**src/design/hmf_pkg.sv**
```systemverilog
// Shared widths, character codes, result codes and helpers for the HTTP message framer.
package hmf_pkg;

    localparam int DEF_MAX_HEADER_LENGTH = 4096;
    localparam int DEF_MAX_VALUE_CHARS   = 32;

    localparam int BYTE_W   = 8;
    localparam int STATUS_W = 2;
    localparam int METHOD_W = 3;
    localparam int HLEN_W   = 13;
    localparam int LEN_W    = 31;
    localparam int SEEN_W   = 32;
    localparam int ACC_W    = 32;
    localparam int NAME_W   = 5;
    localparam int HDR_KEY_LEN = 17;

    localparam logic [ACC_W-1:0] VALUE_CAP = 32'h8000_0000;
    localparam logic [ACC_W-1:0] VALUE_MAX = 32'h7FFF_FFFF;
    localparam logic [LEN_W-1:0] MAX_MSG_RESET = 31'h7FFF_FFFF;

    localparam logic [BYTE_W-1:0] CH_TAB = 8'h09;
    localparam logic [BYTE_W-1:0] CH_LF  = 8'h0A;
    localparam logic [BYTE_W-1:0] CH_VT  = 8'h0B;
    localparam logic [BYTE_W-1:0] CH_FF  = 8'h0C;
    localparam logic [BYTE_W-1:0] CH_CR  = 8'h0D;
    localparam logic [BYTE_W-1:0] CH_SP  = 8'h20;
    localparam logic [BYTE_W-1:0] CH_PLUS  = 8'h2B;
    localparam logic [BYTE_W-1:0] CH_MINUS = 8'h2D;
    localparam logic [BYTE_W-1:0] CH_ZERO  = 8'h30;
    localparam logic [BYTE_W-1:0] CH_NINE  = 8'h39;

    localparam logic [STATUS_W-1:0] ST_INCOMPLETE = 2'd0;
    localparam logic [STATUS_W-1:0] ST_COMPLETE   = 2'd1;
    localparam logic [STATUS_W-1:0] ST_ERROR      = 2'd2;
    localparam logic [STATUS_W-1:0] ST_NO_LENGTH  = 2'd3;

    localparam logic [METHOD_W-1:0] MK_UNKNOWN  = 3'd0;
    localparam logic [METHOD_W-1:0] MK_GET      = 3'd1;
    localparam logic [METHOD_W-1:0] MK_POST     = 3'd2;
    localparam logic [METHOD_W-1:0] MK_HEAD     = 3'd3;
    localparam logic [METHOD_W-1:0] MK_RESPONSE = 3'd4;

    typedef logic [3:0][BYTE_W-1:0] method_buf_t;

    function automatic logic [BYTE_W-1:0] to_lower(input logic [BYTE_W-1:0] c);
        return (c >= 8'h41 && c <= 8'h5A) ? c + 8'd32 : c;
    endfunction

    // lower-case "\r\nContent-Length:"
    function automatic logic [BYTE_W-1:0] name_char(input logic [NAME_W-1:0] idx);
        logic [BYTE_W-1:0] ch;
        case (idx)
            5'd0:    ch = CH_CR;
            5'd1:    ch = CH_LF;
            5'd2:    ch = 8'h63;
            5'd3:    ch = 8'h6F;
            5'd4:    ch = 8'h6E;
            5'd5:    ch = 8'h74;
            5'd6:    ch = 8'h65;
            5'd7:    ch = 8'h6E;
            5'd8:    ch = 8'h74;
            5'd9:    ch = 8'h2D;
            5'd10:   ch = 8'h6C;
            5'd11:   ch = 8'h65;
            5'd12:   ch = 8'h6E;
            5'd13:   ch = 8'h67;
            5'd14:   ch = 8'h74;
            5'd15:   ch = 8'h68;
            5'd16:   ch = 8'h3A;
            default: ch = 8'h00;
        endcase
        return ch;
    endfunction

    // CR LF CR LF
    function automatic logic [BYTE_W-1:0] blank_char(input logic [1:0] idx);
        return idx[0] ? CH_LF : CH_CR;
    endfunction

    function automatic logic [METHOD_W-1:0] classify(input method_buf_t mb);
        logic [BYTE_W-1:0] b0;
        logic [BYTE_W-1:0] b1;
        logic [BYTE_W-1:0] b2;
        logic [BYTE_W-1:0] b3;
        logic [METHOD_W-1:0] kind;
        b0 = to_lower(mb[0]);
        b1 = to_lower(mb[1]);
        b2 = to_lower(mb[2]);
        b3 = to_lower(mb[3]);
        if (b0 == 8'h67 && b1 == 8'h65 && b2 == 8'h74)
            kind = MK_GET;
        else if (b0 == 8'h70 && b1 == 8'h6F && b2 == 8'h73 && b3 == 8'h74)
            kind = MK_POST;
        else if (b0 == 8'h68 && b1 == 8'h65 && b2 == 8'h61 && b3 == 8'h64)
            kind = MK_HEAD;
        else if (b0 == 8'h68 && b1 == 8'h74 && b2 == 8'h74 && b3 == 8'h70)
            kind = MK_RESPONSE;
        else
            kind = MK_UNKNOWN;
        return kind;
    endfunction

endpackage

```
**src/design/http_message_framer.sv**
```systemverilog
// Top level of the HTTP message framer: byte-serial header scan and length framing.
// Result path: the accepted byte is held in an input register, and its result in a result register.
// Throughput: one byte per cycle while out_ready is not held low; the next item is taken while a result waits.
// Reset (rst_n low, asynchronous): tracking state cleared, pipeline emptied,
// max_message_length returns to 2147483647. No clearing pass.
module http_message_framer
    import hmf_pkg::*;
#(
    parameter int MAX_HEADER_LENGTH = DEF_MAX_HEADER_LENGTH,
    parameter int MAX_VALUE_CHARS   = DEF_MAX_VALUE_CHARS
)
(
    input  logic                clk,
    input  logic                rst_n,

    input  logic                cfg_valid,
    output logic                cfg_ready,
    input  logic [LEN_W-1:0]    cfg_data,

    input  logic                in_valid,
    output logic                in_ready,
    input  logic [BYTE_W-1:0]   msg_byte,
    input  logic                first_byte,

    output logic                out_valid,
    input  logic                out_ready,
    output logic [STATUS_W-1:0] frame_status,
    output logic [METHOD_W-1:0] method_kind,
    output logic [HLEN_W-1:0]   header_length,
    output logic [LEN_W-1:0]    body_length,
    output logic [LEN_W-1:0]    total_length
);

    localparam int HE_W = $clog2(MAX_HEADER_LENGTH + 1);
    localparam int VC_W = $clog2(MAX_VALUE_CHARS + 2);
    localparam logic [SEEN_W-1:0] HDR_LIMIT = SEEN_W'(MAX_HEADER_LENGTH - 1);
    localparam logic [HE_W-1:0]   HE_LIMIT  = HE_W'(MAX_HEADER_LENGTH - 1);
    localparam logic [VC_W-1:0]   VC_CAP    = VC_W'(MAX_VALUE_CHARS);
    localparam logic [VC_W-1:0]   VC_LIMIT  = VC_W'(MAX_VALUE_CHARS - 1);

    localparam logic [2:0] PH_SEARCH  = 3'd0;
    localparam logic [2:0] PH_BLANKS  = 3'd1;
    localparam logic [2:0] PH_SPACE   = 3'd2;
    localparam logic [2:0] PH_SIGN    = 3'd3;
    localparam logic [2:0] PH_DIGITS  = 3'd4;
    localparam logic [2:0] PH_TRAIL   = 3'd5;
    localparam logic [2:0] PH_NODIGIT = 3'd6;
    localparam logic [2:0] PH_DONE    = 3'd7;

    logic [LEN_W-1:0]    max_len_reg;

    logic                s1_valid_reg;
    logic [BYTE_W-1:0]   s1_byte_reg;
    logic                s1_first_reg;

    logic [SEEN_W-1:0]   seen_reg,    seen_next;
    method_buf_t         mbuf_reg,    mbuf_next;
    logic [1:0]          blank_reg,   blank_next;
    logic [HE_W-1:0]     hend_reg,    hend_next;
    logic [NAME_W-1:0]   nmatch_reg,  nmatch_next;
    logic [2:0]          phase_reg,   phase_next;
    logic [VC_W-1:0]     vchars_reg,  vchars_next;
    logic [ACC_W-1:0]    acc_reg,     acc_next;
    logic [STATUS_W-1:0] sticky_reg,  sticky_next;
    logic                neg_reg,     neg_next;
    logic                good_reg,    good_next;

    logic                out_valid_reg;
    logic [STATUS_W-1:0] status_reg,  status_next;
    logic [METHOD_W-1:0] method_reg,  method_next;
    logic [HLEN_W-1:0]   hlen_reg,    hlen_next;
    logic [LEN_W-1:0]    body_reg,    body_next;
    logic [LEN_W-1:0]    total_reg,   total_next;

    logic advance;

    assign advance   = s1_valid_reg && (!out_valid_reg || out_ready);
    assign in_ready  = !s1_valid_reg || advance;
    assign cfg_ready = 1'b1;

    always_comb
    begin
        logic [SEEN_W-1:0]   cur_seen;
        method_buf_t         cur_mbuf;
        logic [1:0]          cur_blank;
        logic [HE_W-1:0]     cur_hend;
        logic [NAME_W-1:0]   cur_nmatch;
        logic [2:0]          cur_phase;
        logic [VC_W-1:0]     cur_vchars;
        logic [ACC_W-1:0]    cur_acc;
        logic [STATUS_W-1:0] cur_sticky;
        logic                cur_neg;
        logic [BYTE_W-1:0]   c;
        logic                prev_cr;
        logic                is_blank;
        logic                is_ws;
        logic                is_sign;
        logic                is_digit;
        logic [VC_W-1:0]     vlen;
        logic [34:0]         prod;
        logic [2:0]          bcount;
        logic [SEEN_W-1:0]   len;
        logic [32:0]         sum;

        // first_byte clears tracking before the byte is taken
        cur_seen   = s1_first_reg ? '0 : seen_reg;
        cur_mbuf   = s1_first_reg ? '0 : mbuf_reg;
        cur_blank  = s1_first_reg ? '0 : blank_reg;
        cur_hend   = s1_first_reg ? '0 : hend_reg;
        cur_nmatch = s1_first_reg ? '0 : nmatch_reg;
        cur_phase  = s1_first_reg ? PH_SEARCH : phase_reg;
        cur_vchars = s1_first_reg ? '0 : vchars_reg;
        cur_acc    = s1_first_reg ? '0 : acc_reg;
        cur_sticky = s1_first_reg ? ST_INCOMPLETE : sticky_reg;
        cur_neg    = s1_first_reg ? 1'b0 : neg_reg;

        c        = s1_byte_reg;
        is_blank = (c == CH_SP) || (c == CH_TAB);
        is_ws    = (c == CH_LF) || (c == CH_VT) || (c == CH_FF) || (c == CH_CR);
        is_sign  = (c == CH_PLUS) || (c == CH_MINUS);
        is_digit = (c >= CH_ZERO) && (c <= CH_NINE);
        prod     = 35'(cur_acc) * 35'd10 + 35'(c[3:0]);
        prev_cr  = cur_blank[0];
        vlen     = (cur_vchars != '0) ? cur_vchars - 1'b1 : '0;
        bcount   = '0;

        mbuf_next = cur_mbuf;
        if (cur_seen < SEEN_W'(4))
            mbuf_next[cur_seen[1:0]] = cur_mbuf[cur_seen[1:0]] | c;
        seen_next = (cur_seen != '1) ? cur_seen + 1'b1 : cur_seen;
        len       = seen_next;

        blank_next  = cur_blank;
        hend_next   = cur_hend;
        nmatch_next = cur_nmatch;
        phase_next  = cur_phase;
        vchars_next = cur_vchars;
        acc_next    = cur_acc;
        neg_next    = cur_neg;
        good_next   = s1_first_reg ? 1'b0 : good_reg;

        if (cur_sticky == ST_INCOMPLETE && cur_hend == '0)
        begin
            if (cur_phase >= PH_BLANKS && cur_phase <= PH_NODIGIT)
            begin
                if (c == CH_LF && prev_cr)
                begin
                    good_next  = (cur_phase == PH_DIGITS || cur_phase == PH_TRAIL)
                                 && vlen <= VC_LIMIT
                                 && !(cur_neg && cur_acc != '0)
                                 && cur_acc <= VALUE_MAX;
                    phase_next = PH_DONE;
                end
                else
                begin
                    if (cur_vchars <= VC_CAP)
                        vchars_next = cur_vchars + 1'b1;
                    unique case (cur_phase) inside
                        PH_BLANKS, PH_SPACE:
                        begin
                            if (is_blank)
                                phase_next = (cur_phase == PH_BLANKS) ? PH_BLANKS : PH_NODIGIT;
                            else if (is_ws)
                                phase_next = PH_SPACE;
                            else if (is_sign)
                            begin
                                neg_next   = (c == CH_MINUS);
                                phase_next = PH_SIGN;
                            end
                            else if (is_digit)
                            begin
                                acc_next   = (prod >= 35'(VALUE_CAP)) ? VALUE_CAP : prod[31:0];
                                phase_next = PH_DIGITS;
                            end
                            else
                                phase_next = PH_NODIGIT;
                        end
                        PH_SIGN:
                        begin
                            if (is_digit)
                            begin
                                acc_next   = (prod >= 35'(VALUE_CAP)) ? VALUE_CAP : prod[31:0];
                                phase_next = PH_DIGITS;
                            end
                            else
                                phase_next = PH_NODIGIT;
                        end
                        PH_DIGITS:
                        begin
                            if (is_digit)
                                acc_next = (prod >= 35'(VALUE_CAP)) ? VALUE_CAP : prod[31:0];
                            else
                                phase_next = PH_TRAIL;
                        end
                        default:
                        begin
                        end
                    endcase
                end
            end
            else if (cur_phase == PH_SEARCH)
            begin
                if (to_lower(c) == name_char(cur_nmatch))
                begin
                    if (cur_nmatch == NAME_W'(HDR_KEY_LEN - 1))
                    begin
                        nmatch_next = '0;
                        phase_next  = PH_BLANKS;
                        vchars_next = '0;
                        acc_next    = '0;
                        neg_next    = 1'b0;
                    end
                    else
                        nmatch_next = cur_nmatch + 1'b1;
                end
                else
                    nmatch_next = (c == CH_CR) ? NAME_W'(1) : '0;
            end

            if (c == blank_char(cur_blank))
                bcount = {1'b0, cur_blank} + 3'd1;
            else
                bcount = (c == CH_CR) ? 3'd1 : 3'd0;
            if (bcount[2])
            begin
                blank_next = '0;
                hend_next  = HE_W'(len);
            end
            else
                blank_next = bcount[1:0];
        end

        // verdict on the prefix so far; the value is never finished and extended
        // in the same byte, so the stored accumulator is the final one here
        sum         = 33'(hend_next) + 33'(cur_acc);
        status_next = ST_INCOMPLETE;
        method_next = MK_UNKNOWN;
        hlen_next   = '0;
        body_next   = '0;
        total_next  = '0;
        if (len >= SEEN_W'(4))
        begin
            method_next = classify(mbuf_next);
            if (method_next == MK_UNKNOWN)
                status_next = ST_ERROR;
            else if (hend_next == '0 || hend_next > HE_LIMIT)
            begin
                if (hend_next != '0 || len > HDR_LIMIT)
                    status_next = ST_ERROR;
            end
            else
            begin
                hlen_next = HLEN_W'(hend_next);
                if (method_next == MK_GET || method_next == MK_HEAD)
                begin
                    status_next = ST_COMPLETE;
                    total_next  = LEN_W'(hend_next);
                end
                else if (phase_next == PH_SEARCH)
                    status_next = ST_NO_LENGTH;
                else if (phase_next != PH_DONE || !good_next)
                    status_next = ST_ERROR;
                else
                begin
                    body_next = cur_acc[LEN_W-1:0];
                    if (sum > 33'(max_len_reg))
                        status_next = ST_ERROR;
                    else if (33'(len) >= sum)
                    begin
                        status_next = ST_COMPLETE;
                        total_next  = sum[LEN_W-1:0];
                    end
                end
            end
        end

        sticky_next = (status_next == ST_ERROR || status_next == ST_NO_LENGTH)
                      ? status_next : cur_sticky;
    end

    always_ff @(posedge clk or negedge rst_n)
    begin
        if (!rst_n)
            max_len_reg <= MAX_MSG_RESET;
        else if (cfg_valid && cfg_ready)
            max_len_reg <= cfg_data;
    end

    always_ff @(posedge clk or negedge rst_n)
    begin
        if (!rst_n)
        begin
            s1_valid_reg  <= 1'b0;
            out_valid_reg <= 1'b0;
            seen_reg      <= '0;
            mbuf_reg      <= '0;
            blank_reg     <= '0;
            hend_reg      <= '0;
            nmatch_reg    <= '0;
            phase_reg     <= PH_SEARCH;
            vchars_reg    <= '0;
            acc_reg       <= '0;
            sticky_reg    <= ST_INCOMPLETE;
            neg_reg       <= 1'b0;
            good_reg      <= 1'b0;
        end
        else
        begin
            if (in_valid && in_ready)
                s1_valid_reg <= 1'b1;
            else if (advance)
                s1_valid_reg <= 1'b0;

            if (advance)
                out_valid_reg <= 1'b1;
            else if (out_ready)
                out_valid_reg <= 1'b0;

            if (advance)
            begin
                seen_reg   <= seen_next;
                mbuf_reg   <= mbuf_next;
                blank_reg  <= blank_next;
                hend_reg   <= hend_next;
                nmatch_reg <= nmatch_next;
                phase_reg  <= phase_next;
                vchars_reg <= vchars_next;
                acc_reg    <= acc_next;
                sticky_reg <= sticky_next;
                neg_reg    <= neg_next;
                good_reg   <= good_next;
            end
        end
    end

    always_ff @(posedge clk)
    begin
        if (in_valid && in_ready)
        begin
            s1_byte_reg  <= msg_byte;
            s1_first_reg <= first_byte;
        end
        if (advance)
        begin
            status_reg <= status_next;
            method_reg <= method_next;
            hlen_reg   <= hlen_next;
            body_reg   <= body_next;
            total_reg  <= total_next;
        end
    end

    assign out_valid     = out_valid_reg;
    assign frame_status  = status_reg;
    assign method_kind   = method_reg;
    assign header_length = hlen_reg;
    assign body_length   = body_reg;
    assign total_length  = total_reg;

endmodule
```
**config.mk**
```make
export PLATFORM = sky130hd
export DESIGN_NAME = http_message_framer
export DESIGN_NICKNAME = d
export VERILOG_FILES = /design/src/design/hmf_pkg.sv /design/src/design/http_message_framer.sv
export SDC_FILE = /design/constraint.sdc
export NUM_CORES = 1
export LEC_CHECK = 0
export BUFFER_PORTS_ARGS = -buffer_cell sky130_fd_sc_hd__buf_2
export CORE_MARGIN = 1.5
export CORE_UTILIZATION = 35
export CTS_BUF_LIST = sky130_fd_sc_hd__clkbuf_2
export DETAILED_ROUTE_END_ITERATION = 10
export GPL_TIMING_DRIVEN = 0
export PLACE_DENSITY = 0.64
export SYNTH_ARGS = -nofsm -noshare
export SYNTH_HDL_FRONTEND = slang
export SYNTH_SLANG_ARGS = --single-unit
```
**constraint.sdc**
```tcl
create_clock -name clk -period 8.3 [get_ports clk]
set_input_delay 0.415 -clock clk [delete_from_list [all_inputs] [get_ports clk]]
set_output_delay 0.415 -clock clk [all_outputs]
set_load 0.05 [all_outputs]
```
# Word level (Yosys, flattened, before mapping)
# Memory sizes are Yosys's and may differ from the RTL's.
# Index checks and enable logic that the tools add are counted.
# W data, S select, Z words.
dict set report totals {
  romBits 224
  output_inout_bits 83
  memories 1
  input_bits 45
  ff_bits 251
  word_cells 272
}
# memory depth width rd rd_ports_with_merged_regs wr line_no
set memory_table {}
lappend memory_table {{(name not given)} 32 7 1 0 0 hmf_pkg.sv:52} ;# case (idx)
dict set report op_classes {
  eq_ne 34
  n_bitwise 3
  multipliers 1
  n_reduce_logical 60
  addsub 12
  muxes 110
  n_lt_le_gt_ge 26
}
# op count
set ops {}
lappend ops {{$mux W32} 16}
lappend ops {{$mux W13} 8}
lappend ops {{$eq A8 B7 Y1 const B} 12}
lappend ops {{$mux W8} 10}
lappend ops {{$pmux W32 S2} 1}
lappend ops {{$mux W3} 20}
lappend ops {{$mux W6} 9}
lappend ops {{$add A8 B6 Y8 const B} 5}
lappend ops {{$eq A8 B4 Y1 const B} 5}
lappend ops {{$ge A8 B7 Y1 const B} 5}
lappend ops {{$le A8 B7 Y1 const B} 5}
lappend ops {{$add A35 B4 Y35} 1}
lappend ops {{$ge A35 B32 Y1 const B} 1}
lappend ops {{$mul A32 B3 Y34 const B} 1}
lappend ops {{$add A13 B32 Y33} 1}
lappend ops {{$ge A32 B33 Y1} 1}
lappend ops {{$gt A33 B31 Y1} 1}
lappend ops {{$add A32 B1 Y32 const B} 1}
lappend ops {{$bwmux W32} 1}
lappend ops {{$ge A32 B3 Y1 const B} 1}
lappend ops {{$gt A32 B12 Y1 const B} 1}
lappend ops {{$le A32 B31 Y1 const B} 1}
lappend ops {{$lt A32 B3 Y1 const B} 1}
lappend ops {{$ne A32 B32 Y1 const B} 1}
lappend ops {{44 further kinds} 137}

# Depth between registers and ports, before layout
dict set report logic_depth {
  depth_word 28
  depth_mapped 45
  mapped_depth_nobuf 34
}

# Least setup slack after synthesis
# No wires, ideal clock.
dict set report synth_timing {
  path_kind {flip-flop to flip-flop}
  startpoint {reg s1_first_reg}
  endpoint {reg total_reg[11] (netlist: total_length[11]) (data pin)}
  t_required_ns 8.143
  arrival_ns 8.376
  path_stages_with_launch 45
  setup_ns 0.157
  n_path_buf 12
  period_less_slack_ns 8.533
  setup_slack_ns -0.233
  cell_sequence {edfxtp_1 > buf_2 > buf_2 > buf_2 > buf_2 > buf_2 > clkbuf_1 > clkbuf_1 > buf_1 > buf_1 > nor2_1 > ha_1 > nand4b_1 > or3_1 > buf_2 > nor4_4 > buf_2 > xnor2_1 > (+9 left out) > a21oi_1 > o21bai_1 > a31oi_1 > xor2_1 > inv_1 > ha_1 > and4_1 > a221oi_1 > nor2_1 > a2111oi_0 > o22ai_1 > a21oi_1 > o311ai_0 > a21o_1 > a31oi_1 > nand3_2 > buf_2 > o22ai_1}
}
dict set report synth_via {
  elab_cells_between_ends 147
  classes_between {add/sub: 8; order compare: 19; eq/ne: 24; mux: 54; bitwise: 2; reduce/logical: 39; memory: 1}
}
# item line_no
set synth_rtl {}
lappend synth_rtl {{start: declaration} http_message_framer.sv:54} ;# logic s1_first_reg;
lappend synth_rtl {{start signal: assignment} http_message_framer.sv:341} ;# s1_first_reg <= first_byte;
lappend synth_rtl {{branches (longest 6 deep; another with $add A32 B1 Y32)} --}
lappend synth_rtl {{$mux W13 *} http_message_framer.sv:142} ;# if (cur_sticky == ST_INCOMPLETE && cur_hend == '0)
lappend synth_rtl {{via hend_next[0]} http_message_framer.sv:59} ;# logic [HE_W-1:0] hend_reg, hend_next;
lappend synth_rtl {{$add A13 B32 Y33} http_message_framer.sv:235} ;# sum = 33'(hend_next) + 33'(cur_acc);
lappend synth_rtl {{$ge A32 B33 Y1} http_message_framer.sv:268} ;# else if (33'(len) >= sum)
lappend synth_rtl {{$mux W13} http_message_framer.sv:268}
lappend synth_rtl {{$mux W13} http_message_framer.sv:266} ;# if (sum > 33'(max_len_reg))
lappend synth_rtl {{$mux W13} http_message_framer.sv:261} ;# else if (phase_next != PH_DONE || !good_next)
lappend synth_rtl {{$mux W13} http_message_framer.sv:259} ;# else if (phase_next == PH_SEARCH)
lappend synth_rtl {{$mux W13} http_message_framer.sv:254} ;# if (method_next == MK_GET || method_next == MK_HEAD)
lappend synth_rtl {{end signal: assignment} http_message_framer.sv:349} ;# total_reg <= total_next;
lappend synth_rtl {{end: declaration} http_message_framer.sv:73} ;# logic [LEN_W-1:0] total_reg, total_next;
# Mark *: on every way through the listed nets, which the timed path passes. The select of a mux whose other input is x is not followed.
# A chain may end at the register's enable or synchronous reset.

# Worst setup path after layout
dict set report layout_timing {
  startpoint {reg hend_reg[6]}
  endpoint {reg total_reg[10] (netlist: total_length[10]) (data pin)}
}
dict set report layout_via {
  elab_chain_len 11
  elab_cells_between_ends 23
  classes_between {add/sub: 1; order compare: 3; eq/ne: 1; mux: 10; reduce/logical: 8}
}
# item line_no
set layout_lines {}
lappend layout_lines {{start: declaration} http_message_framer.sv:59}
lappend layout_lines {{start signal: assignment} http_message_framer.sv:324} ;# hend_reg <= hend_next;
lappend layout_lines {{$mux W13 *} http_message_framer.sv:109} ;# cur_hend = s1_first_reg ? '0 : hend_reg;
lappend layout_lines {{$logic_not A13 Y1 *} http_message_framer.sv:142}
lappend layout_lines {{$logic_and A1 B1 Y1 *} http_message_framer.sv:142}
lappend layout_lines {{$mux W13 *} http_message_framer.sv:142}
lappend layout_lines {{via hend_next[9]} http_message_framer.sv:59}
lappend layout_lines {{$add A13 B32 Y33} http_message_framer.sv:235}
lappend layout_lines {{$ge A32 B33 Y1} http_message_framer.sv:268}
lappend layout_lines {{$mux W13} http_message_framer.sv:268}
lappend layout_lines {{$mux W13} http_message_framer.sv:266}
lappend layout_lines {{$mux W13} http_message_framer.sv:261}
lappend layout_lines {{$mux W13} http_message_framer.sv:259}
lappend layout_lines {{$mux W13} http_message_framer.sv:254}
# Mark *: on every way through the listed nets, which the timed path passes. The rest lies on a longest branch.

==> impl_metrics.toml <==
[pwr]
p_leak_nw = 11.2
pwr-share-seq_pct = 42.7
internal-power_mw = 2.14
cellPowerDensity_nw_per_um2 = 134
finalPower_mw = 3.47
vdd_drop_max_uv = 81.7
power.switching_mw = 1.33
p_sw_share_pct = 38.4
power_frac_clock_pct = 27.7
comb_power_share_pct = 29.6

[floorplanning]
die_w_um = 248
num_rows = 89
ios = 128
initial_utilization_pct = 35.6
die-area_um2 = 61700
core_area_um2 = 59200
die_h_um = 248

[routing]
first_iter_violations = 2668
viasPerCell = 5.97
routed_wl_um = 82800
ant_nets = 0
drc = 9
wl_per_cell_um = 22.3
drt-pass1-iter-count = 9
vias = 22200

[critical_path]
reg2reg_from = "hend_reg[6]"
r2r_setup_slack_ps = 230
startpoint_type = "register"
required_ps = 9170
timing.rr.end = "total_length[10]"
worstRegToRegCells = 27
setup.worst_path.class = "register to register"
critical_path.max_fanout = 10
arrival_ps = 8940
endpoint_kind = "register"

[timing]
fin_skew_ps = 95.9
setup_violations = 0
slew_violations = 0
finalCritPeriodShare_pct = 97.2
worstMarginPinSlew_ps = 1050
fmax_ghz = 0.124
tns_ps = 0
slew_headroom_pct = 30.1
finalHoldViolations = 0
finalCriticalPeriod_ps = 8070

[logic_synthesis]
synthTopCellsByCount = "nand2_1 (326), nor2_1 (189), o21ai_0 (166)"
syn_area_um2 = 21100
avgSynthCellArea_um2 = 8.36
yosysWarnings = 0
ys_top_cells_by_area = "dfrtp_1 (16%), edfxtp_1 (13%), ha_1 (9.0%), nand2_1 (5.8%), o21ai_0 (3.9%)"
synth_area_leader_cell = "dfrtp_1"
synth-edff-count = 89
yosysSeqAreaShare_pct = 32.1
synth.top_cell.area_share_pct = 15.5
synth_seq_cells = 251
yosysMostFrequentCell = "nand2_1"
synthArstFlopShare_pct = 64.5
synth_cell_type_count = 109
synthFlopType = "dfrtp_1"
syn_nets = 2721
syn_inst = 2521

[global_route]
grt_pass1_wl_um = 127000
grt_start_max_net_pins = 71
grt-ovfl-total = 0
grt_pass1_vias = 21100
track_usage_pct = 26.2
grt_antenna_before_repair = 2

[min_path]
hp-start = "cfg_valid"
worstHoldPathCells = 3
hp-class = "primary input to register"
min_to = "max_len_reg[6]"

[clock_tree]
cts-root-buf = "clkbuf_2"
cts_num_sinks = 251
htreeDepth = 3
clockBufferDepth = 3
cts_buffers = 69
cts_tree = "done"
path_clk_slew_ps = 110
clkLatencyLatePin_ps = 1050

[cells_and_area]
fin_nets = 3093
drive_gt1_share_pct = 19.2
syn2layout_area_growth_pct = 22.9
fillers = 5801

[job]
maxCapViolations = 0

[place]
port-buffer-count = 125
globalplace.congestion = 0.972
dp_hpwl_um = 60600

[status]
violations = "DRC"
status = "finished, violations left"
==> final cells by class <==
cell class	instances	area (um^2)	share of cell area [%]
inverters	136	518	2.00
clock buffers	100	500	1.93
well taps	773	967	3.73
multi-input cells	1986	13900	53.5
repair buffers	311	2430	9.37
plain buffers	138	726	2.80
flip-flops and latches	251	6770	26.1
diodes	1	2.50	0.00966
clock inverters	22	144	0.555
==> per-layer routing <==
metal	up-vias	global-route usage (%)	share of wire (%)
met2	1195	40.9	44
met1	10600	35.0	42
li1	10100	-	-
met3	250	4.53	9.4
met5	-	0	0
met4	0	13.0	4.8
==> cells in the final DEF, fill, tap and decap left out, types with 29 or more instances in the layout <==
master	Yosys	layout
xnor2_1	67	60
nor4_1	51	49
ha_1	152	144
nor3_1	80	77
nand3_1	70	67
edfxtp_1	89	89
buf_2	35	149
a21o_1	32	31
buf_4	8	79
clkbuf_2	5	109
nand2_1	326	324
a22o_1	38	38
nand2b_1	30	29
dfstp_2	31	31
nor2b_1	41	41
nand4_1	46	46
dlygate4sd3_1	0	103
o21ai_0	166	163
xor2_1	41	37
inv_1	133	130
nor2_1	189	178
clkbuf_1	84	71
dfrtp_1	131	131
a21oi_1	118	111
==> through the flow <==
step | instances | setup slack (ps) | area [um^2] | hold slack (ps) | util, %
floorplan | 2521 | 22.7 | 21100 | 119 | -
global placement | 3419 | -4500 | 22700 | 455 | 38.3
detailed placement | 3422 | -4430 | 22800 | 463 | 38.4
CTS | 3709 | 5.44 | 25700 | 10.5 | 43.5
global route | 3718 | -17.7 | 25900 | 101 | 43.7
finish | 3718 | 231 | 25900 | 68.8 | 43.7
==> power by group through the flow <==
stage	Combinational, mW	Sequential (mW)	Clock (mW)
after floorplan	0.545	1.55	0
after global placement	0.903	1.51	0
after detailed placement	0.908	1.50	0
after CTS	0.993	1.48	0.983
after global routing	1.09	1.49	1.05
final	1.03	1.48	0.962
==> worst max path at each step <==
stage / startpoint / endpoint
floorplan: s1_first_reg / total_length[11]
global route: seen_reg[1] / total_length[10]
CTS: s1_first_reg / total_length[10]
global placement: s1_first_reg / total_length[19]
finish: hend_reg[6] / total_length[10]
detailed placement: s1_first_reg / total_length[19]
==> logic make-up after synthesis <==
kind of cell / after synthesis / share of synthesized area, %
fa+ha+maj: 155 / 9.30
flops: 251 / 32.1
simple gates: 1016 / 24.4
other cells: 2 / 0.0356
compound gates: 666 / 21.8
buf+inv: 284 / 5.51
xor+xnor: 110 / 4.71
mux: 37 / 2.18
==> critical path: stages (launching register included) <==
cell and delay [ps]:
dfrtp_1 430, nor4_1 890, a41oi_1 580, and4b_1 860, o311ai_0 280, a21oi_1 280, a31oi_4 110, inv_1 110
ha_1 200, and4_4 290, o211ai_1 240, buf_4 240, a211oi_4 280, buf_4 180, nand3_2 110, xor2_4 200
ha_4 310, and4_4 250, nand4_1 140, nor4b_2 290, a41o_1 230, nor3_2 40, or4_4 530, a31oi_4 290
nand3_4 110, buf_12 180, buf_8 140, o22ai_2 140
==> timing repair <==
action	in CTS	in global routing
gates cloned	3	0
hold buffers	104	0
gates resized for setup	162	35
endpoints found under the setup margin	110	59
endpoints found under the hold margin	200	0
pin swaps	43	30
buffers inserted	61	17
Note: power is estimated with default switching activity, not from simulation.
